==> src/design/orv_pkg.sv <==
// ----------------------------------------------------------------------------
// orv_pkg: shared types and constants of the object record validator
//
// Holds the header layout constants, the byte role and verdict codes and the
// per-byte result record that the parser hands to the output stage.
// ----------------------------------------------------------------------------
package orv_pkg;

  // Header layout: magic, version, reserved, attribute count, body, total.
  localparam int unsigned HdrBytes      = 20;
  localparam int unsigned AttrHdrShift  = 3;   // log2 of 8 bytes per attribute header

  // Byte address of the expected version register.
  localparam logic [2:0] VersionAddr = 3'd0;

  // Magic "P11O", element 0 is the first stored byte.
  localparam logic [3:0][7:0] MagicBytes = {8'h4F, 8'h31, 8'h31, 8'h50};

  // Byte role codes.
  localparam logic [2:0] RoleHeader   = 3'd0;
  localparam logic [2:0] RoleAttrType = 3'd1;
  localparam logic [2:0] RoleAttrLen  = 3'd2;
  localparam logic [2:0] RoleAttrVal  = 3'd3;
  localparam logic [2:0] RoleBody     = 3'd4;
  localparam logic [2:0] RoleRejected = 3'd5;

  // Verdict codes.
  localparam logic [1:0] VerdictParsing  = 2'd0;
  localparam logic [1:0] VerdictAccepted = 2'd1;
  localparam logic [1:0] VerdictRejected = 2'd2;

  // Per-byte result produced by the parser.
  typedef struct packed {
    logic [2:0]  byte_role;
    logic [28:0] attr_number;
    logic [31:0] attr_type;
    logic [31:0] attr_len;
    logic [1:0]  verdict;
  } result_t;

endpackage

==> src/design/orv_parser.sv <==
// ----------------------------------------------------------------------------
// orv_parser: record parse state and per-byte checks
//
// Holds the parse state of the current record and updates it by one byte on
// each step. The result for that byte is computed in the same cycle.
// ----------------------------------------------------------------------------
module orv_parser (
  input  logic                clk_i,
  input  logic                rst_ni,
  input  logic                step_i,
  input  logic [7:0]          byte_i,
  input  logic                last_i,
  input  logic [15:0]         version_i,
  output orv_pkg::result_t    result_o
);

  // Parse phase codes.
  localparam logic [2:0] PhHeader = 3'd0;
  localparam logic [2:0] PhType   = 3'd1;
  localparam logic [2:0] PhLen    = 3'd2;
  localparam logic [2:0] PhValue  = 3'd3;
  localparam logic [2:0] PhBody   = 3'd4;

  logic [31:0] byte_count_q, byte_count_d;
  logic [2:0]  phase_q, phase_d;
  logic [31:0] field_shift_q, field_shift_d;
  logic [31:0] record_total_q, record_total_d;
  logic [31:0] attr_total_q, attr_total_d;
  logic [31:0] body_size_q, body_size_d;
  logic [29:0] attrs_seen_q, attrs_seen_d;
  logic [31:0] value_rem_q, value_rem_d;
  logic [31:0] cur_type_q, cur_type_d;
  logic        rejected_q, rejected_d;

  logic [4:0]  hpos;
  logic [29:0] attrs_inc;
  logic        attrs_done;
  logic        accept_ok;

  // OR one byte into a little-endian word at the given byte lane.
  function automatic logic [31:0] put_byte(input logic [31:0] word, input logic [7:0] b,
                                           input logic [1:0] lane);
    logic [31:0] ext;
    ext = {24'd0, b};
    return word | (ext << {lane, 3'b000});
  endfunction

  assign hpos       = byte_count_q[4:0];
  assign attrs_inc  = attrs_seen_q + 30'd1;
  assign attrs_done = ({2'b00, attrs_inc} == attr_total_q);

  // Next state and result for the byte at the input.
  always_comb begin
    byte_count_d   = byte_count_q;
    phase_d        = phase_q;
    field_shift_d  = field_shift_q;
    record_total_d = record_total_q;
    attr_total_d   = attr_total_q;
    body_size_d    = body_size_q;
    attrs_seen_d   = attrs_seen_q;
    value_rem_d    = value_rem_q;
    cur_type_d     = cur_type_q;
    rejected_d     = rejected_q;
    result_o.byte_role   = orv_pkg::RoleRejected;
    result_o.attr_number = '0;
    result_o.attr_type   = '0;
    result_o.attr_len    = '0;

    if (!rejected_q) begin
      // Saturating byte count and the total length bound.
      if (byte_count_q == '1) begin
        rejected_d = 1'b1;
      end else begin
        byte_count_d = byte_count_q + 32'd1;
      end
      if (byte_count_q >= 32'(orv_pkg::HdrBytes) && byte_count_q >= record_total_q) begin
        rejected_d = 1'b1;
      end

      unique case (phase_q)
        PhHeader: begin
          result_o.byte_role = orv_pkg::RoleHeader;
          if (hpos < 5'd4) begin
            if (byte_i != orv_pkg::MagicBytes[hpos[1:0]]) rejected_d = 1'b1;
          end else if (hpos == 5'd4) begin
            if (byte_i != version_i[7:0]) rejected_d = 1'b1;
          end else if (hpos == 5'd5) begin
            if (byte_i != version_i[15:8]) rejected_d = 1'b1;
          end else if (hpos < 5'd8) begin
            if (byte_i != 8'd0) rejected_d = 1'b1;
          end else if (hpos < 5'd12) begin
            attr_total_d = put_byte(attr_total_q, byte_i, hpos[1:0]);
          end else if (hpos < 5'd16) begin
            body_size_d = put_byte(body_size_q, byte_i, hpos[1:0]);
          end else begin
            record_total_d = put_byte(record_total_q, byte_i, hpos[1:0]);
          end
          // Last header byte: bound the attribute count by the total length.
          if (hpos == 5'(orv_pkg::HdrBytes - 1)) begin
            if (record_total_d < 32'(orv_pkg::HdrBytes) ||
                attr_total_q > ((record_total_d - 32'(orv_pkg::HdrBytes))
                                >> orv_pkg::AttrHdrShift)) begin
              rejected_d = 1'b1;
            end
            attrs_seen_d  = '0;
            field_shift_d = '0;
            cur_type_d    = '0;
            if (attr_total_q == 32'd0) begin
              phase_d     = PhBody;
              value_rem_d = body_size_q;
            end else begin
              phase_d     = PhType;
              value_rem_d = '0;
            end
          end
        end
        PhType: begin
          result_o.byte_role   = orv_pkg::RoleAttrType;
          result_o.attr_number = attrs_seen_q[28:0];
          cur_type_d = put_byte(cur_type_q, byte_i, field_shift_q[1:0]);
          if (field_shift_q[1:0] == 2'd3) begin
            phase_d       = PhLen;
            field_shift_d = '0;
            value_rem_d   = '0;
          end else begin
            field_shift_d = field_shift_q + 32'd1;
          end
        end
        PhLen: begin
          result_o.byte_role   = orv_pkg::RoleAttrLen;
          result_o.attr_number = attrs_seen_q[28:0];
          result_o.attr_type   = cur_type_q;
          value_rem_d = put_byte(value_rem_q, byte_i, field_shift_q[1:0]);
          if (field_shift_q[1:0] == 2'd3) begin
            field_shift_d = value_rem_d;
            if (value_rem_d != 32'd0) begin
              phase_d = PhValue;
            end else begin
              // Empty value: the attribute ends here.
              attrs_seen_d = attrs_inc;
              if (attrs_done) begin
                phase_d     = PhBody;
                value_rem_d = body_size_q;
              end else begin
                phase_d       = PhType;
                field_shift_d = '0;
                cur_type_d    = '0;
                value_rem_d   = '0;
              end
            end
          end else begin
            field_shift_d = field_shift_q + 32'd1;
          end
        end
        PhValue: begin
          result_o.byte_role   = orv_pkg::RoleAttrVal;
          result_o.attr_number = attrs_seen_q[28:0];
          result_o.attr_type   = cur_type_q;
          result_o.attr_len    = field_shift_q;
          if (value_rem_q != 32'd0) value_rem_d = value_rem_q - 32'd1;
          if (value_rem_d == 32'd0) begin
            attrs_seen_d = attrs_inc;
            if (attrs_done) begin
              phase_d     = PhBody;
              value_rem_d = body_size_q;
            end else begin
              phase_d       = PhType;
              field_shift_d = '0;
              cur_type_d    = '0;
              value_rem_d   = '0;
            end
          end
        end
        default: begin
          result_o.byte_role   = orv_pkg::RoleBody;
          result_o.attr_number = attrs_seen_q[28:0];
          if (value_rem_q == 32'd0) begin
            rejected_d = 1'b1;
          end else begin
            value_rem_d = value_rem_q - 32'd1;
          end
        end
      endcase
    end

    // Verdict from the updated state.
    accept_ok = (phase_d == PhBody) && (value_rem_d == 32'd0) &&
                (byte_count_d == record_total_d);
    if (rejected_d) begin
      result_o.verdict = orv_pkg::VerdictRejected;
    end else if (last_i) begin
      result_o.verdict = accept_ok ? orv_pkg::VerdictAccepted : orv_pkg::VerdictRejected;
    end else begin
      result_o.verdict = orv_pkg::VerdictParsing;
    end

    // The final byte returns the parser to its reset state.
    if (last_i) begin
      byte_count_d   = '0;
      phase_d        = PhHeader;
      field_shift_d  = '0;
      record_total_d = '0;
      attr_total_d   = '0;
      body_size_d    = '0;
      attrs_seen_d   = '0;
      value_rem_d    = '0;
      cur_type_d     = '0;
      rejected_d     = 1'b0;
    end
  end

  // State registers advance once per processed byte.
  always_ff @(posedge clk_i or negedge rst_ni) begin
    if (!rst_ni) begin
      byte_count_q   <= '0;
      phase_q        <= PhHeader;
      field_shift_q  <= '0;
      record_total_q <= '0;
      attr_total_q   <= '0;
      body_size_q    <= '0;
      attrs_seen_q   <= '0;
      value_rem_q    <= '0;
      cur_type_q     <= '0;
      rejected_q     <= 1'b0;
    end else if (step_i) begin
      byte_count_q   <= byte_count_d;
      phase_q        <= phase_d;
      field_shift_q  <= field_shift_d;
      record_total_q <= record_total_d;
      attr_total_q   <= attr_total_d;
      body_size_q    <= body_size_d;
      attrs_seen_q   <= attrs_seen_d;
      value_rem_q    <= value_rem_d;
      cur_type_q     <= cur_type_d;
      rejected_q     <= rejected_d;
    end
  end

  // A rejection holds until the record ends.
  a_reject_sticky: assert property (@(posedge clk_i) disable iff (!rst_ni)
    rejected_q && !(step_i && last_i) |=> rejected_q)
    else $error("rejection cleared before end of record");

  // A record boundary leaves a fresh parser behind.
  a_clear_on_last: assert property (@(posedge clk_i) disable iff (!rst_ni)
    step_i && last_i |=> !rejected_q && byte_count_q == 32'd0 && phase_q == PhHeader)
    else $error("parser state not cleared after final byte");

  // Acceptance is only given on the final byte.
  a_accept_on_last: assert property (@(posedge clk_i) disable iff (!rst_ni)
    step_i && result_o.verdict == orv_pkg::VerdictAccepted |-> last_i)
    else $error("accept verdict on a non-final byte");

  // The header phase never runs past the header length.
  a_header_bound: assert property (@(posedge clk_i) disable iff (!rst_ni)
    phase_q == PhHeader |-> byte_count_q < 32'(orv_pkg::HdrBytes))
    else $error("header phase beyond header length");

endmodule

==> src/design/object_record_validator.sv <==
// ----------------------------------------------------------------------------
// object_record_validator: streaming object record format checker
//
// Path: each byte passes the input register and then the result register before
// it is offered at the output. Throughput: one byte per cycle while the output
// accepts; the parse state is updated once per byte, so bytes may arrive back to
// back while the output is being drained.
// Reset: all parse state cleared, expected_version set to 1, no output valid.
// ----------------------------------------------------------------------------
module object_record_validator (
  input  logic         clk_i,
  input  logic         rst_ni,
  // Input stream
  input  logic         s_axis_tvalid,
  output logic         s_axis_tready,
  input  logic [7:0]   s_axis_tdata,   // [7:0] data_byte
  input  logic         s_axis_tlast,
  // Output stream
  output logic         m_axis_tvalid,
  input  logic         m_axis_tready,
  output logic [103:0] m_axis_tdata,   // [7:0] byte_echo, [36:8] attr_number,
                                       // [68:37] attr_type, [100:69] attr_len,
                                       // [102:101] verdict, [103] zero
  output logic [2:0]   m_axis_tuser,   // [2:0] byte_role
  output logic         m_axis_tlast,
  // Configuration port
  input  logic         psel,
  input  logic         penable,
  input  logic         pwrite,
  input  logic [2:0]   paddr,
  input  logic [31:0]  pwdata,
  output logic [31:0]  prdata,
  output logic         pready
);

  logic        in_valid_q;
  logic [7:0]  in_byte_q;
  logic        in_last_q;
  logic        advance;

  logic        out_valid_q;
  logic [7:0]  out_byte_q;
  logic        out_last_q;
  orv_pkg::result_t out_res_q;
  orv_pkg::result_t parse_res;

  logic [15:0] version_q;
  logic        reg_sel;

  // Configuration register, a single word at offset zero.
  assign pready  = 1'b1;
  assign reg_sel = (paddr == orv_pkg::VersionAddr);
  assign prdata  = reg_sel ? {16'd0, version_q} : 32'd0;

  always_ff @(posedge clk_i or negedge rst_ni) begin
    if (!rst_ni) begin
      version_q <= 16'd1;
    end else if (psel && penable && pwrite && pready && reg_sel) begin
      version_q <= pwdata[15:0];
    end
  end

  // The held byte moves on when the output register is free or draining.
  assign advance       = in_valid_q && (!out_valid_q || m_axis_tready);
  assign s_axis_tready = !in_valid_q || advance;

  // Input register.
  always_ff @(posedge clk_i or negedge rst_ni) begin
    if (!rst_ni) begin
      in_valid_q <= 1'b0;
    end else if (s_axis_tready) begin
      in_valid_q <= s_axis_tvalid;
    end
  end

  always_ff @(posedge clk_i) begin
    if (s_axis_tready && s_axis_tvalid) begin
      in_byte_q <= s_axis_tdata;
      in_last_q <= s_axis_tlast;
    end
  end

  orv_parser u_parser (
    .clk_i     (clk_i),
    .rst_ni    (rst_ni),
    .step_i    (advance),
    .byte_i    (in_byte_q),
    .last_i    (in_last_q),
    .version_i (version_q),
    .result_o  (parse_res)
  );

  // Result register.
  always_ff @(posedge clk_i or negedge rst_ni) begin
    if (!rst_ni) begin
      out_valid_q <= 1'b0;
    end else if (advance) begin
      out_valid_q <= 1'b1;
    end else if (m_axis_tready) begin
      out_valid_q <= 1'b0;
    end
  end

  always_ff @(posedge clk_i) begin
    if (advance) begin
      out_byte_q <= in_byte_q;
      out_last_q <= in_last_q;
      out_res_q  <= parse_res;
    end
  end

  assign m_axis_tvalid = out_valid_q;
  assign m_axis_tlast  = out_last_q;
  assign m_axis_tuser  = out_res_q.byte_role;
  assign m_axis_tdata  = {1'b0, out_res_q.verdict, out_res_q.attr_len,
                          out_res_q.attr_type, out_res_q.attr_number, out_byte_q};

endmodule
==> config.mk <==
export PLATFORM = sky130hd
export DESIGN_NAME = object_record_validator
export DESIGN_NICKNAME = d
export VERILOG_FILES = /design/src/design/orv_pkg.sv /design/src/design/orv_parser.sv /design/src/design/object_record_validator.sv
export SDC_FILE = /design/constraint.sdc
export NUM_CORES = 1
export LEC_CHECK = 0
export BUFFER_PORTS_ARGS = -buffer_cell sky130_fd_sc_hd__buf_2
export CORE_ASPECT_RATIO = 0.8
export CORE_UTILIZATION = 40
export DETAILED_ROUTE_END_ITERATION = 16
export HOLD_SLACK_MARGIN = 0.02
export SYNTH_ARGS = -nofsm -noshare
export SYNTH_HDL_FRONTEND = slang
export SYNTH_SLANG_ARGS = --single-unit
==> constraint.sdc <==
create_clock -name clk_i -period 8.3 [get_ports clk_i]
set_input_delay 0.83 -clock clk_i [delete_from_list [all_inputs] [get_ports clk_i]]
set_output_delay 0.83 -clock clk_i [all_outputs]
set_load 0.005 [all_outputs]
# ---- Word-level counts from Yosys, hierarchy flattened
# Index checks and enable logic that the tools add are counted.
dict set report op_classes {
  n_addsub 5
  magnitude_cmp 9
  eq_ne 25
  shift 2
  mux 103
  n_bitwise 8
  reduce_logical 39
}
# cell count
set ops {}
lappend ops {{two-way mux 32 bit} 59}
lappend ops {{one-hot mux 32 bit (4 select lines)} 3}
lappend ops {{two-way mux 30 bit} 6}
lappend ops {{OR 32 bit} 5}
lappend ops {{logical NOT 32 bit} 4}
lappend ops {{one-hot mux 30 bit (3 select lines)} 1}
lappend ops {{adder 32 x 1 -> 32 bit (second input constant)} 2}
lappend ops {{nonzero test 32 bit} 2}
lappend ops {{<< shifter 8 x 5 -> 32 bit} 2}
lappend ops {{== test 30 x 32 -> 1 bit} 1}
lappend ops {{== test 32 bit} 1}
lappend ops {{== test 32 bit (second input constant)} 1}
lappend ops {{>= comparator 32 bit} 1}
lappend ops {{>= comparator 32 x 5 -> 1 bit (second input constant)} 1}
lappend ops {{greater-than comparator 32 x 29 -> 1 bit} 1}
lappend ops {{< comparator 32 x 5 -> 1 bit (second input constant)} 1}
lappend ops {{subtractor 32 x 1 -> 32 bit (second input constant)} 1}
lappend ops {{subtractor 32 x 5 -> 32 bit (second input constant)} 1}
lappend ops {{adder 30 x 1 -> 30 bit (second input constant)} 1}
lappend ops {{two-way mux 3 bit} 9}
lappend ops {{inequality test 8 bit} 3}
lappend ops {{one-hot mux 3 bit (4 select lines)} 2}
lappend ops {{two-way mux 1 bit} 17}
lappend ops {{binary-select mux 8 bit (select 2 bit)} 1}
lappend ops {{other kinds (32)} 65}
dict set report word_totals {
  register_bits 392
  in_bits 51
  output_inout_bits 143
  wordCells 214
}

# ---- Longest topological paths before layout
# Gate-level depths: netlist of run 1.
dict set report logic_depth {
  word_depth 18
  depth_mapped 28
  depth_no_buf 24
}

# ---- Hierarchy
# Synthesis of run 1 repeated with hierarchy kept, for this count alone.
dict set report hier_totals {
  cells_unflattened 2941
  hier_area_um2 25921.1
}
# module n_inst cells_per_inst area_each_um2 seq_area_each_um2
set by_module_without_submodules {}
lappend by_module_without_submodules {orv_parser 1 2744 21473.1 6456.2}
lappend by_module_without_submodules {object_record_validator 1 197 4448.0 3935.0}

# ---- Worst setup path before layout of run 1
# OpenSTA, ideal clock, no wires.
dict set report synth_path {
  path_type {reg2reg}
  startpoint {register in_byte_q[3]}
  endpoint {register out_res_q (netlist bit m_axis_tdata[102]), data pin}
  setup_ps 260
  t_arrival_ps 5777
  required_time_ps 8040
  setup_slack_ps 2262
  path_stages_with_launch 26
  path_buffers 5
  period_less_slack_ps 6038
  path_cell_list {edfxtp_1 > clkbuf_1 > clkbuf_1 > buf_1 > clkbuf_1 > a21oi_1 > ha_1 > o21bai_1 > nand4_1 > or2_2 > clkbuf_1 > nand2b_1 > nor4_1 > xor2_1 > ha_1 > nand4_1 > or4_1 > or4_1 > a21boi_0 > o31ai_1 > nand4_1 > or4_1 > nor4_1 > nand4_1 > nor4_1 > nor2_1}
}
dict set report synth_via {
  elab_chain_cells 17
  word_cells_on_any_way 50
  classes_between {add/sub: 1; order compare: 2; eq/ne: 5; shift: 2; mux: 32; bitwise: 2; reduce/logical: 6}
}
# element line_no
set synth_lines {}
lappend synth_lines {{start: declaration} object_record_validator.sv:37} ;# logic [7:0] in_byte_q;
lappend synth_lines {{start signal: assignment} object_record_validator.sv:78} ;# in_byte_q <= s_axis_tdata;
lappend synth_lines {{<< shifter 8 x 5 -> 32 bit} orv_parser.sv:45} ;# return word | (ext << {lane, 3'b000});
lappend synth_lines {{OR 32 bit} orv_parser.sv:45}
lappend synth_lines {{two-way mux 32 bit} orv_parser.sv:93} ;# end else if (hpos < 5'd16) begin
lappend synth_lines {{two-way mux 32 bit} orv_parser.sv:91} ;# end else if (hpos < 5'd12) begin
lappend synth_lines {{two-way mux 32 bit} orv_parser.sv:89} ;# end else if (hpos < 5'd8) begin
lappend synth_lines {{two-way mux 32 bit} orv_parser.sv:87} ;# end else if (hpos == 5'd5) begin
lappend synth_lines {{two-way mux 32 bit} orv_parser.sv:85} ;# end else if (hpos == 5'd4) begin
lappend synth_lines {{two-way mux 32 bit} orv_parser.sv:83} ;# if (hpos < 5'd4) begin
lappend synth_lines {{two-way mux 32 bit} orv_parser.sv:80} ;# unique case (phase_q)
lappend synth_lines {{two-way mux 32 bit} orv_parser.sv:69} ;# if (!rejected_q) begin
lappend synth_lines {{subtractor 32 x 5 -> 32 bit} orv_parser.sv:101} ;# attr_total_q > ((record_total_d - 32'(orv_pkg::HdrBytes))
lappend synth_lines {{greater-than comparator 32 x 29 -> 1 bit} orv_parser.sv:101}
lappend synth_lines {{logical OR 1 bit} orv_parser.sv:100} ;# if (record_total_d < 32'(orv_pkg::HdrBytes) ||
lappend synth_lines {{two-way mux 1 bit} orv_parser.sv:100}
lappend synth_lines {{two-way mux 1 bit} orv_parser.sv:99} ;# if (hpos == 5'(orv_pkg::HdrBytes - 1)) begin
lappend synth_lines {{one-hot mux 1 bit (2 select lines)} orv_parser.sv:80}
lappend synth_lines {{two-way mux 1 bit} orv_parser.sv:69}
lappend synth_lines {{end signal: assignment} object_record_validator.sv:108} ;# out_res_q <= parse_res;
lappend synth_lines {{end: declaration} object_record_validator.sv:44} ;# orv_pkg::result_t out_res_q;
# Several ways; a longest one is shown, not always the timed one. The select of a mux whose other input is x is not followed.
# A chain may end at the register's enable or synchronous reset.

# ---- Worst setup path after layout of run 1
dict set report layout_path {
  startpoint {register u_parser.byte_count_q[0]}
  endpoint {register out_res_q (netlist bit m_axis_tdata[102]), data pin}
}
dict set report layout_via {
  elab_chain_cells 17
  word_cells_on_any_way 61
  classes_between {add/sub: 2; order compare: 8; eq/ne: 7; shift: 1; mux: 37; bitwise: 1; reduce/logical: 5}
}
# element line_no
set layout_lines {}
lappend layout_lines {{start: declaration} orv_parser.sv:24} ;# logic [31:0] byte_count_q, byte_count_d;
lappend layout_lines {{start signal: assignment} orv_parser.sv:226} ;# byte_count_q <= byte_count_d;
lappend layout_lines {{<< shifter 8 x 5 -> 32 bit} orv_parser.sv:45}
lappend layout_lines {{OR 32 bit} orv_parser.sv:45}
lappend layout_lines {{two-way mux 32 bit} orv_parser.sv:93}
lappend layout_lines {{two-way mux 32 bit} orv_parser.sv:91}
lappend layout_lines {{two-way mux 32 bit} orv_parser.sv:89}
lappend layout_lines {{two-way mux 32 bit} orv_parser.sv:87}
lappend layout_lines {{two-way mux 32 bit} orv_parser.sv:85}
lappend layout_lines {{two-way mux 32 bit} orv_parser.sv:83}
lappend layout_lines {{two-way mux 32 bit} orv_parser.sv:80}
lappend layout_lines {{two-way mux 32 bit} orv_parser.sv:69}
lappend layout_lines {{subtractor 32 x 5 -> 32 bit} orv_parser.sv:101}
lappend layout_lines {{greater-than comparator 32 x 29 -> 1 bit} orv_parser.sv:101}
lappend layout_lines {{logical OR 1 bit} orv_parser.sv:100}
lappend layout_lines {{two-way mux 1 bit} orv_parser.sv:100}
lappend layout_lines {{two-way mux 1 bit} orv_parser.sv:99}
lappend layout_lines {{one-hot mux 1 bit (2 select lines)} orv_parser.sv:80}
lappend layout_lines {{two-way mux 1 bit} orv_parser.sv:69}
# Several ways; a longest one is shown, not always the timed one. The select of a mux whose other input is x is not followed.

==> results of run 1 <==
routing by layer:
layer	GRT usage, %	up-vias
met5	0	-
met2	44.71	1433
met1	47.50	12850
met4	8.947	0
li1	-	11570
met3	6.614	205
sequential cells by signal, summed over array words and instances, names as in the netlist, 3 cells and up:
| register | cells |
|---|---|
| version_q | 16 |
| u_parser.attr_total_q | 32 |
| out_byte_q | 8 |
| u_parser.field_shift_q | 32 |
| u_parser.cur_type_q | 32 |
| m_axis_tdata | 95 |
| u_parser.body_size_q | 32 |
| u_parser.byte_count_q | 32 |
| u_parser.attrs_seen_q | 30 |
| u_parser.phase_q | 3 |
| u_parser.value_rem_q | 32 |
| m_axis_tuser | 3 |
| in_byte_q | 8 |
| u_parser.record_total_q | 32 |
logic make-up after synthesis:
group	share of synthesized area, %
AND/OR/NAND/NOR	23.76
buffers and inverters	5.399
multiplexers	1.140
XOR/XNOR	4.407
adder cells (fa/ha/maj)	3.362
AO/OA/AOI/OAI	22.47
other	0.02850
flip-flops	39.44
Yosys cell counts (12+ instances only):
cell,number
nand2_1,239
a21oi_1,233
a31oi_1,111
nand4_1,76
nand2b_1,21
a21o_1,29
a22oi_1,19
inv_1,63
a211o_1,13
nor4_1,75
ha_1,70
o21ai_0,201
and4_1,19
clkbuf_1,244
or3_1,25
o41ai_1,16
a22o_1,19
and2_1,67
buf_4,20
and3_1,93
nor3_1,75
buf_1,16
a2111oi_0,12
o31ai_1,30
mux2i_1,12
nor2_1,281
dfrtp_1,275
nor2b_1,17
nand3_1,113
a41oi_1,16
mux2_2,16
xnor2_1,77
o21a_1,12
edfxtp_1,116
a221oi_1,14
o22ai_1,18
o211ai_1,18
or2_2,17
or4_1,25
xor2_1,53
a211oi_1,27
cell usage in the layout, fill, tap and decap left out, types with 29 or more instances in the layout:
cell type / synthesis / layout
nor2_1: 281 / 276
dfrtp_1: 275 / 275
nand2_1: 239 / 238
a21oi_1: 233 / 230
o21ai_0: 201 / 200
buf_2: 9 / 158
edfxtp_1: 116 / 116
nand3_1: 113 / 113
a31oi_1: 111 / 111
and3_1: 93 / 93
xnor2_1: 77 / 77
nand4_1: 76 / 76
nor3_1: 75 / 75
nor4_1: 75 / 73
buf_4: 20 / 72
ha_1: 70 / 70
and2_1: 67 / 67
inv_1: 63 / 62
xor2_1: 53 / 53
clkbuf_16: 0 / 45
o31ai_1: 30 / 30
a21o_1: 29 / 29
cell type report:
class	count	area [um2]
clock buffer	54	1180
clock inverter	30	380.4
fill	6327	35320
inverter	64	245.2
multi-input combinational	2365	14650
sequential	392	10390
tap	850	1064
timing repair buffer	232	1366
report_power, final:
group | internal, mW | switching, mW | total (mW)
Combinational | 1.31 | 2.49 | 3.79
Clock | 1.24 | 0.890 | 2.13
Sequential | 2.22 | 0.410 | 2.63
worst paths after layout:
path	to	slack, ps	cells past startpoint
hold reg to reg	u_parser.cur_type_q[15]	490	2
setup reg to reg	m_axis_tdata[102]	830	21
max in group asynchronous	u_parser.value_rem_q[22]	6670	2
setup / recovery	m_axis_tdata[102]	830	21
min in group clk_i	in_byte_q[7]	410	1
hold / removal	u_parser.field_shift_q[27]	180	1
stage by stage:
stage	worst slack, ps	cell area (um2)
2_1_floorplan	2262	26410
3_3_place_gp	1371	27710
3_5_place_dp	1160	27710
4_1_cts	1132	29270
5_1_grt	449.6	29270
6_report	828.4	29270
==> reports/results.txt, run 1 <==
status = finished clean
reg-to-reg startpoint = u_parser.byte_count_q[0]
Inserted Clock Buffers = 45
number of port buffers = 159
Root Driver = clkbuf_16
Slowest Stage Delay on Critical Path = 1130 ps
Seq cells post-synth = 392
Post-DRT Antenna Nets = 0
first-pass GRT wire length = 159.7 mm
Startpoint Class = flop
synthesized area per cell = 8.513 um2
metal2 WL = 44.27 mm
top_reg_cell synth = dfrtp_1
Cell variety after synth = 96
largest area contributor in the netlist = dfrtp_1
Fin. Hold Viols = 0
die extent in x = 288.9 um
crit end category = flop
drt wl/cell = 26.77 um
Slew HR = 15.61%
Worst Path Buf+Inv = 0
Synth top area share = 26.12%
Seq/Total Area, Yosys = 39.44%
Pwr Density = 292.3 nW/um2
WL final = 106.7 mm
crit path kind = flop to flop
dominant cells by area after synthesis = dfrtp_1 (26%), edfxtp_1 (13%), a21oi_1 (4.4%)
Post-synth EDFFs = 116
# resized after CTS = 0
GR Overflow Total = 0
final net count = 3,221
Crit path arrival time = 7820 ps
core outline area = 64,590 um2
Fin Hold WS = 184.0 ps
clk slew on worst S/H paths = 70 ps
DRC viols = 0
PnR Total Power = 8.557 mW
1st-iter DRT viols = 3,207
clock buffer depth = 3
Metal-1 WL = 48.23 mm
Max Slew Vio Count = 0
gr usage total = 31.50%
die height = 231.6 um
worst slew pin tran = 1257 ps
number of setup buffers added after CTS = 0
Core Rows = 83
final cell count without fillers = 3,987
gpl congestion = 0.9717
Critical path origin = u_parser.byte_count_q[0]
Layout area overhead = 11.11%
Via density = 6.534
Post-Syn Instances = 3,095
RSZ-0062 raised after global routing = no
routed via count = 26,050
CTS tree = built
Cell Area, Synth = 26,350 um2
router iterations before antenna repair = 6
hold_buf cts = 0
IO Pins = 194
largest net degree at the start of global routing = 144
die area = 66,910 um2
Slowest-stage cell, CP = nor3b_1
setup TNS = 0 ps
Worst Path Required = 8640 ps
Starting Density = 40.79%
ys async rst share = 70.41%
Final setup viols = 0
clk sinks = 392
reported max-cap violation count = 0
Placed Instances = 3,903
FMAX = 133.8 MHz
worst-path maximum fanout = 20
met3 routed WL = 11.32 mm
min Tclk post-route = 7472 ps
leak pwr = 12.06 nW
Critical Path, Cell by Cell = nor3b_1 -> a21oi_1 -> ha_1 -> o21bai_1 -> nand4_1 -> or2_2 -> nand2b_1 -> nor4_1 -> xor2_1 -> ha_1 -> nand4_1 -> or4_1 -> or4_1 -> a21boi_0 -> o31ai_1 -> nand4_1 -> or4_1 -> nor4_1 -> nand4_1 -> nor4_1 -> nor2_1
yosys warns = 0
fin crit share = 90.02%
H-Tree Depth = 2
Antenna diodes = 0
Worst-Skew Late Latency = 610 ps
HPWL Detailed = 75.17 mm
share of cells above drive strength 1 = 12.08%
uppermost layer routed = met4
vias in the first global route = 24,130
crit-path leading delay family = simple AND/OR/NAND/NOR gates
hold crit path type = primary input to asynchronous set/reset pin
worst vdd ir = 0.1331 mV
final core utilization = 45.32%
Most common cell on crit path = nand4_1
initial antenna violation count = 0
Worst Clk Skew = 28.80 ps
(Power assumes the default switching activity.)
==> run 2, diff against run 1 <==
CORE_ASPECT_RATIO = 0.75   (was 0.8)
CTS_CLUSTER_SIZE = 16   (was unset)
GPL_ROUTABILITY_DRIVEN = 0   (was unset)
==> run 2 against run 1 <==
Effect of this change:
- the flow now finishes with violations (max-capacitance violations)
- sequential share of layout area grew 0.11 points
- non-clock buffer count down 10
- sequential cell count did not move
- global-route usage fell by 3.4 points
- hold slack improved by 100 ps
- critical path depth unchanged
- final cell count increased by 0.13%
- maximum frequency rose by 6.7%
- core utilization fell by 0.54 points
- power decreased by 2.3%
- critical path type unchanged
- highest routed layer is now met5
==> reports/results.txt, run 2 (same netlist as run 1, synthesis figures left out) <==
worst reg-to-reg setup slack = 1300 ps
worst vdd ir = 0.1694 mV
met1 usage = 41.57%
vias in the first global route = 23,810
IO Pins = 194
final instance area = 29,180 um2
final cell count without fillers = 3,992
number of port buffers = 159
router iterations before antenna repair = 7
crit path kind = flop to flop
met2 usage = 39.08%
Pwr Density = 286.3 nW/um2
RSZ-0062 raised after global routing = no
Max Slew Vio Count = 0
M3 GR Usage = 7.795%
reported max-cap violation count = 1
Fin. Hold Viols = 0
final net count = 3,209
DRC viols = 0
setup TNS = 0 ps
Placed Instances = 3,914
worst-path maximum fanout = 19
crit end category = flop
# resized after CTS = 0
Via density = 6.537
largest net degree at the start of global routing = 154
Slew HR = 2.135%
routed via count = 26,100
Layout area overhead = 10.77%
share of cells above drive strength 1 = 11.86%
Inserted Clock Buffers = 43
most common cell after layout, fill and taps aside = nor2_1
Worst-Skew Late Latency = 600 ps
number of setup buffers added after CTS = 0
drt wl/cell = 24.18 um
fin crit share = 84.40%
Seq pwr share = 31.7%
1st-iter DRT viols = 4,081
leak pwr = 12.00 nW
sw power = 3.613 mW
core outline area = 65,170 um2
clock buffer depth = 3
failing checks = max-capacitance violations
GR Overflow Total = 0
H-Tree Depth = 2
CTS tree = built
Final setup viols = 0
hold_buf cts = 0
clk sinks = 392
Post-Place Cell Area = 27,670 um2
hold crit path type = primary input to asynchronous set/reset pin
gr usage total = 28.09%
internal power = 4.744 mW
GR peak layer = met1
worst slew pin tran = 1459 ps
Starting Density = 40.43%
status = complete, but fails checks
Startpoint Class = flop
first-pass GRT wire length = 147.5 mm
Worst Path Required = 8650 ps
Switching Fraction = 43.23%
FMAX = 142.8 MHz
clk slew on worst S/H paths = 60 ps
Worst Clk Skew = 29.73 ps
Antenna diodes = 0
Crit path arrival time = 7350 ps
die height = 224.3 um
HPWL Detailed = 67.68 mm
Core Rows = 81
Post-DRT Antenna Nets = 0
die area = 66,910 um2
commonest cells after routing, fill and taps aside = nor2_1 (276), dfrtp_1 (275), nand2_1 (238), a21oi_1 (230), o21ai_0 (201)
clock share of power = 25.0%
die extent in x = 298.4 um
Comb pwr share = 43.3%
initial antenna violation count = 4
max reg flops = 95
Root Driver = clkbuf_16
min Tclk post-route = 7005 ps
WL final = 96.51 mm
-- run 2: cell types whose count changed in the layout (fill, tap and decap cells not counted), moves of 2 or more --
cell        change
clkbuf_8        +4
inv_6           +2
clkinvlp_4      -2
buf_4          -10
clkbuf_1        +3
clkinv_2        -3
clkinv_1        -8
-- run 2: final cells by class --
| type | instances | area [um2] |
|---|---|---|
| Inverter | 64 | 245.2 |
| Fill cell | 6273 | 35980 |
| Timing Repair Buffer | 222 | 1291 |
| Clock inverter | 17 | 267.8 |
| Clock buffer | 61 | 1246 |
| Tap cell | 871 | 1090 |
| Sequential cell | 392 | 10390 |
| Multi-Input combinational cell | 2365 | 14650 |
-- run 2: power groups by stage --
| stage | combinational, mW | clock (mW) | sequential (mW) |
|---|---|---|---|
| after floorplan | 2.56 | 0 | 2.41 |
| after global placement | 3.39 | 0 | 2.65 |
| after detailed placement | 3.45 | 0 | 2.66 |
| after CTS | 3.47 | 2.12 | 2.62 |
| after global routing | 3.88 | 2.20 | 2.67 |
| final | 3.62 | 2.09 | 2.65 |
-- run 2: worst max-delay path, cell delays in order (launching register included) --
cell      delay (ps)
dfrtp_1          750
nor3b_1          330
a211oi_1         530
and2_1           250
nand4_1          110
or3_1            420
or2_2            400
or3_1            360
o21ai_0          160
a21oi_1           80
a211oi_1         300
ha_1             200
nand4_1          170
or4_1            520
a21boi_0         150
o31ai_1          380
nand4_1          300
or4_1            580
nor4_1           210
nand4_1          140
nor4_1           340
nor2_1            70
-- run 2: layer usage --
| metal | wire (um) | vias up |
|---|---|---|
| met2 | 38820 | 1738 |
| li1 | - | 11540 |
| met1 | 41600 | 12520 |
| met5 | 57 | - |
| met4 | 3185 | 8 |
| met3 | 12850 | 289 |
-- run 2: worst paths after layout --
path / startpoint / cells after the start / to
setup reg to reg: u_parser.byte_count_q[1] / 21 / m_axis_tdata[102]
hold / removal: rst_ni / 1 / u_parser.field_shift_q[18]
hold reg to reg: u_parser.cur_type_q[7] / 2 / u_parser.cur_type_q[7]
setup / recovery: u_parser.byte_count_q[1] / 21 / m_axis_tdata[102]
min in group clk_i: s_axis_tdata[2] / 1 / in_byte_q[2]
max in group asynchronous: rst_ni / 2 / u_parser.record_total_q[18]
-- run 2: stage by stage --
step,utilization (%),setup WS (ps),hold slack [ps],total power [mW]
2_1_floorplan,-,2262,424.4,4.967
3_3_place_gp,42.46,1711,469.4,6.041
3_5_place_dp,42.46,1452,477.3,6.104
4_1_cts,44.78,1413,371.0,8.203
5_1_grt,44.78,902.8,383.8,8.746
6_report,44.78,1295,283.6,8.357
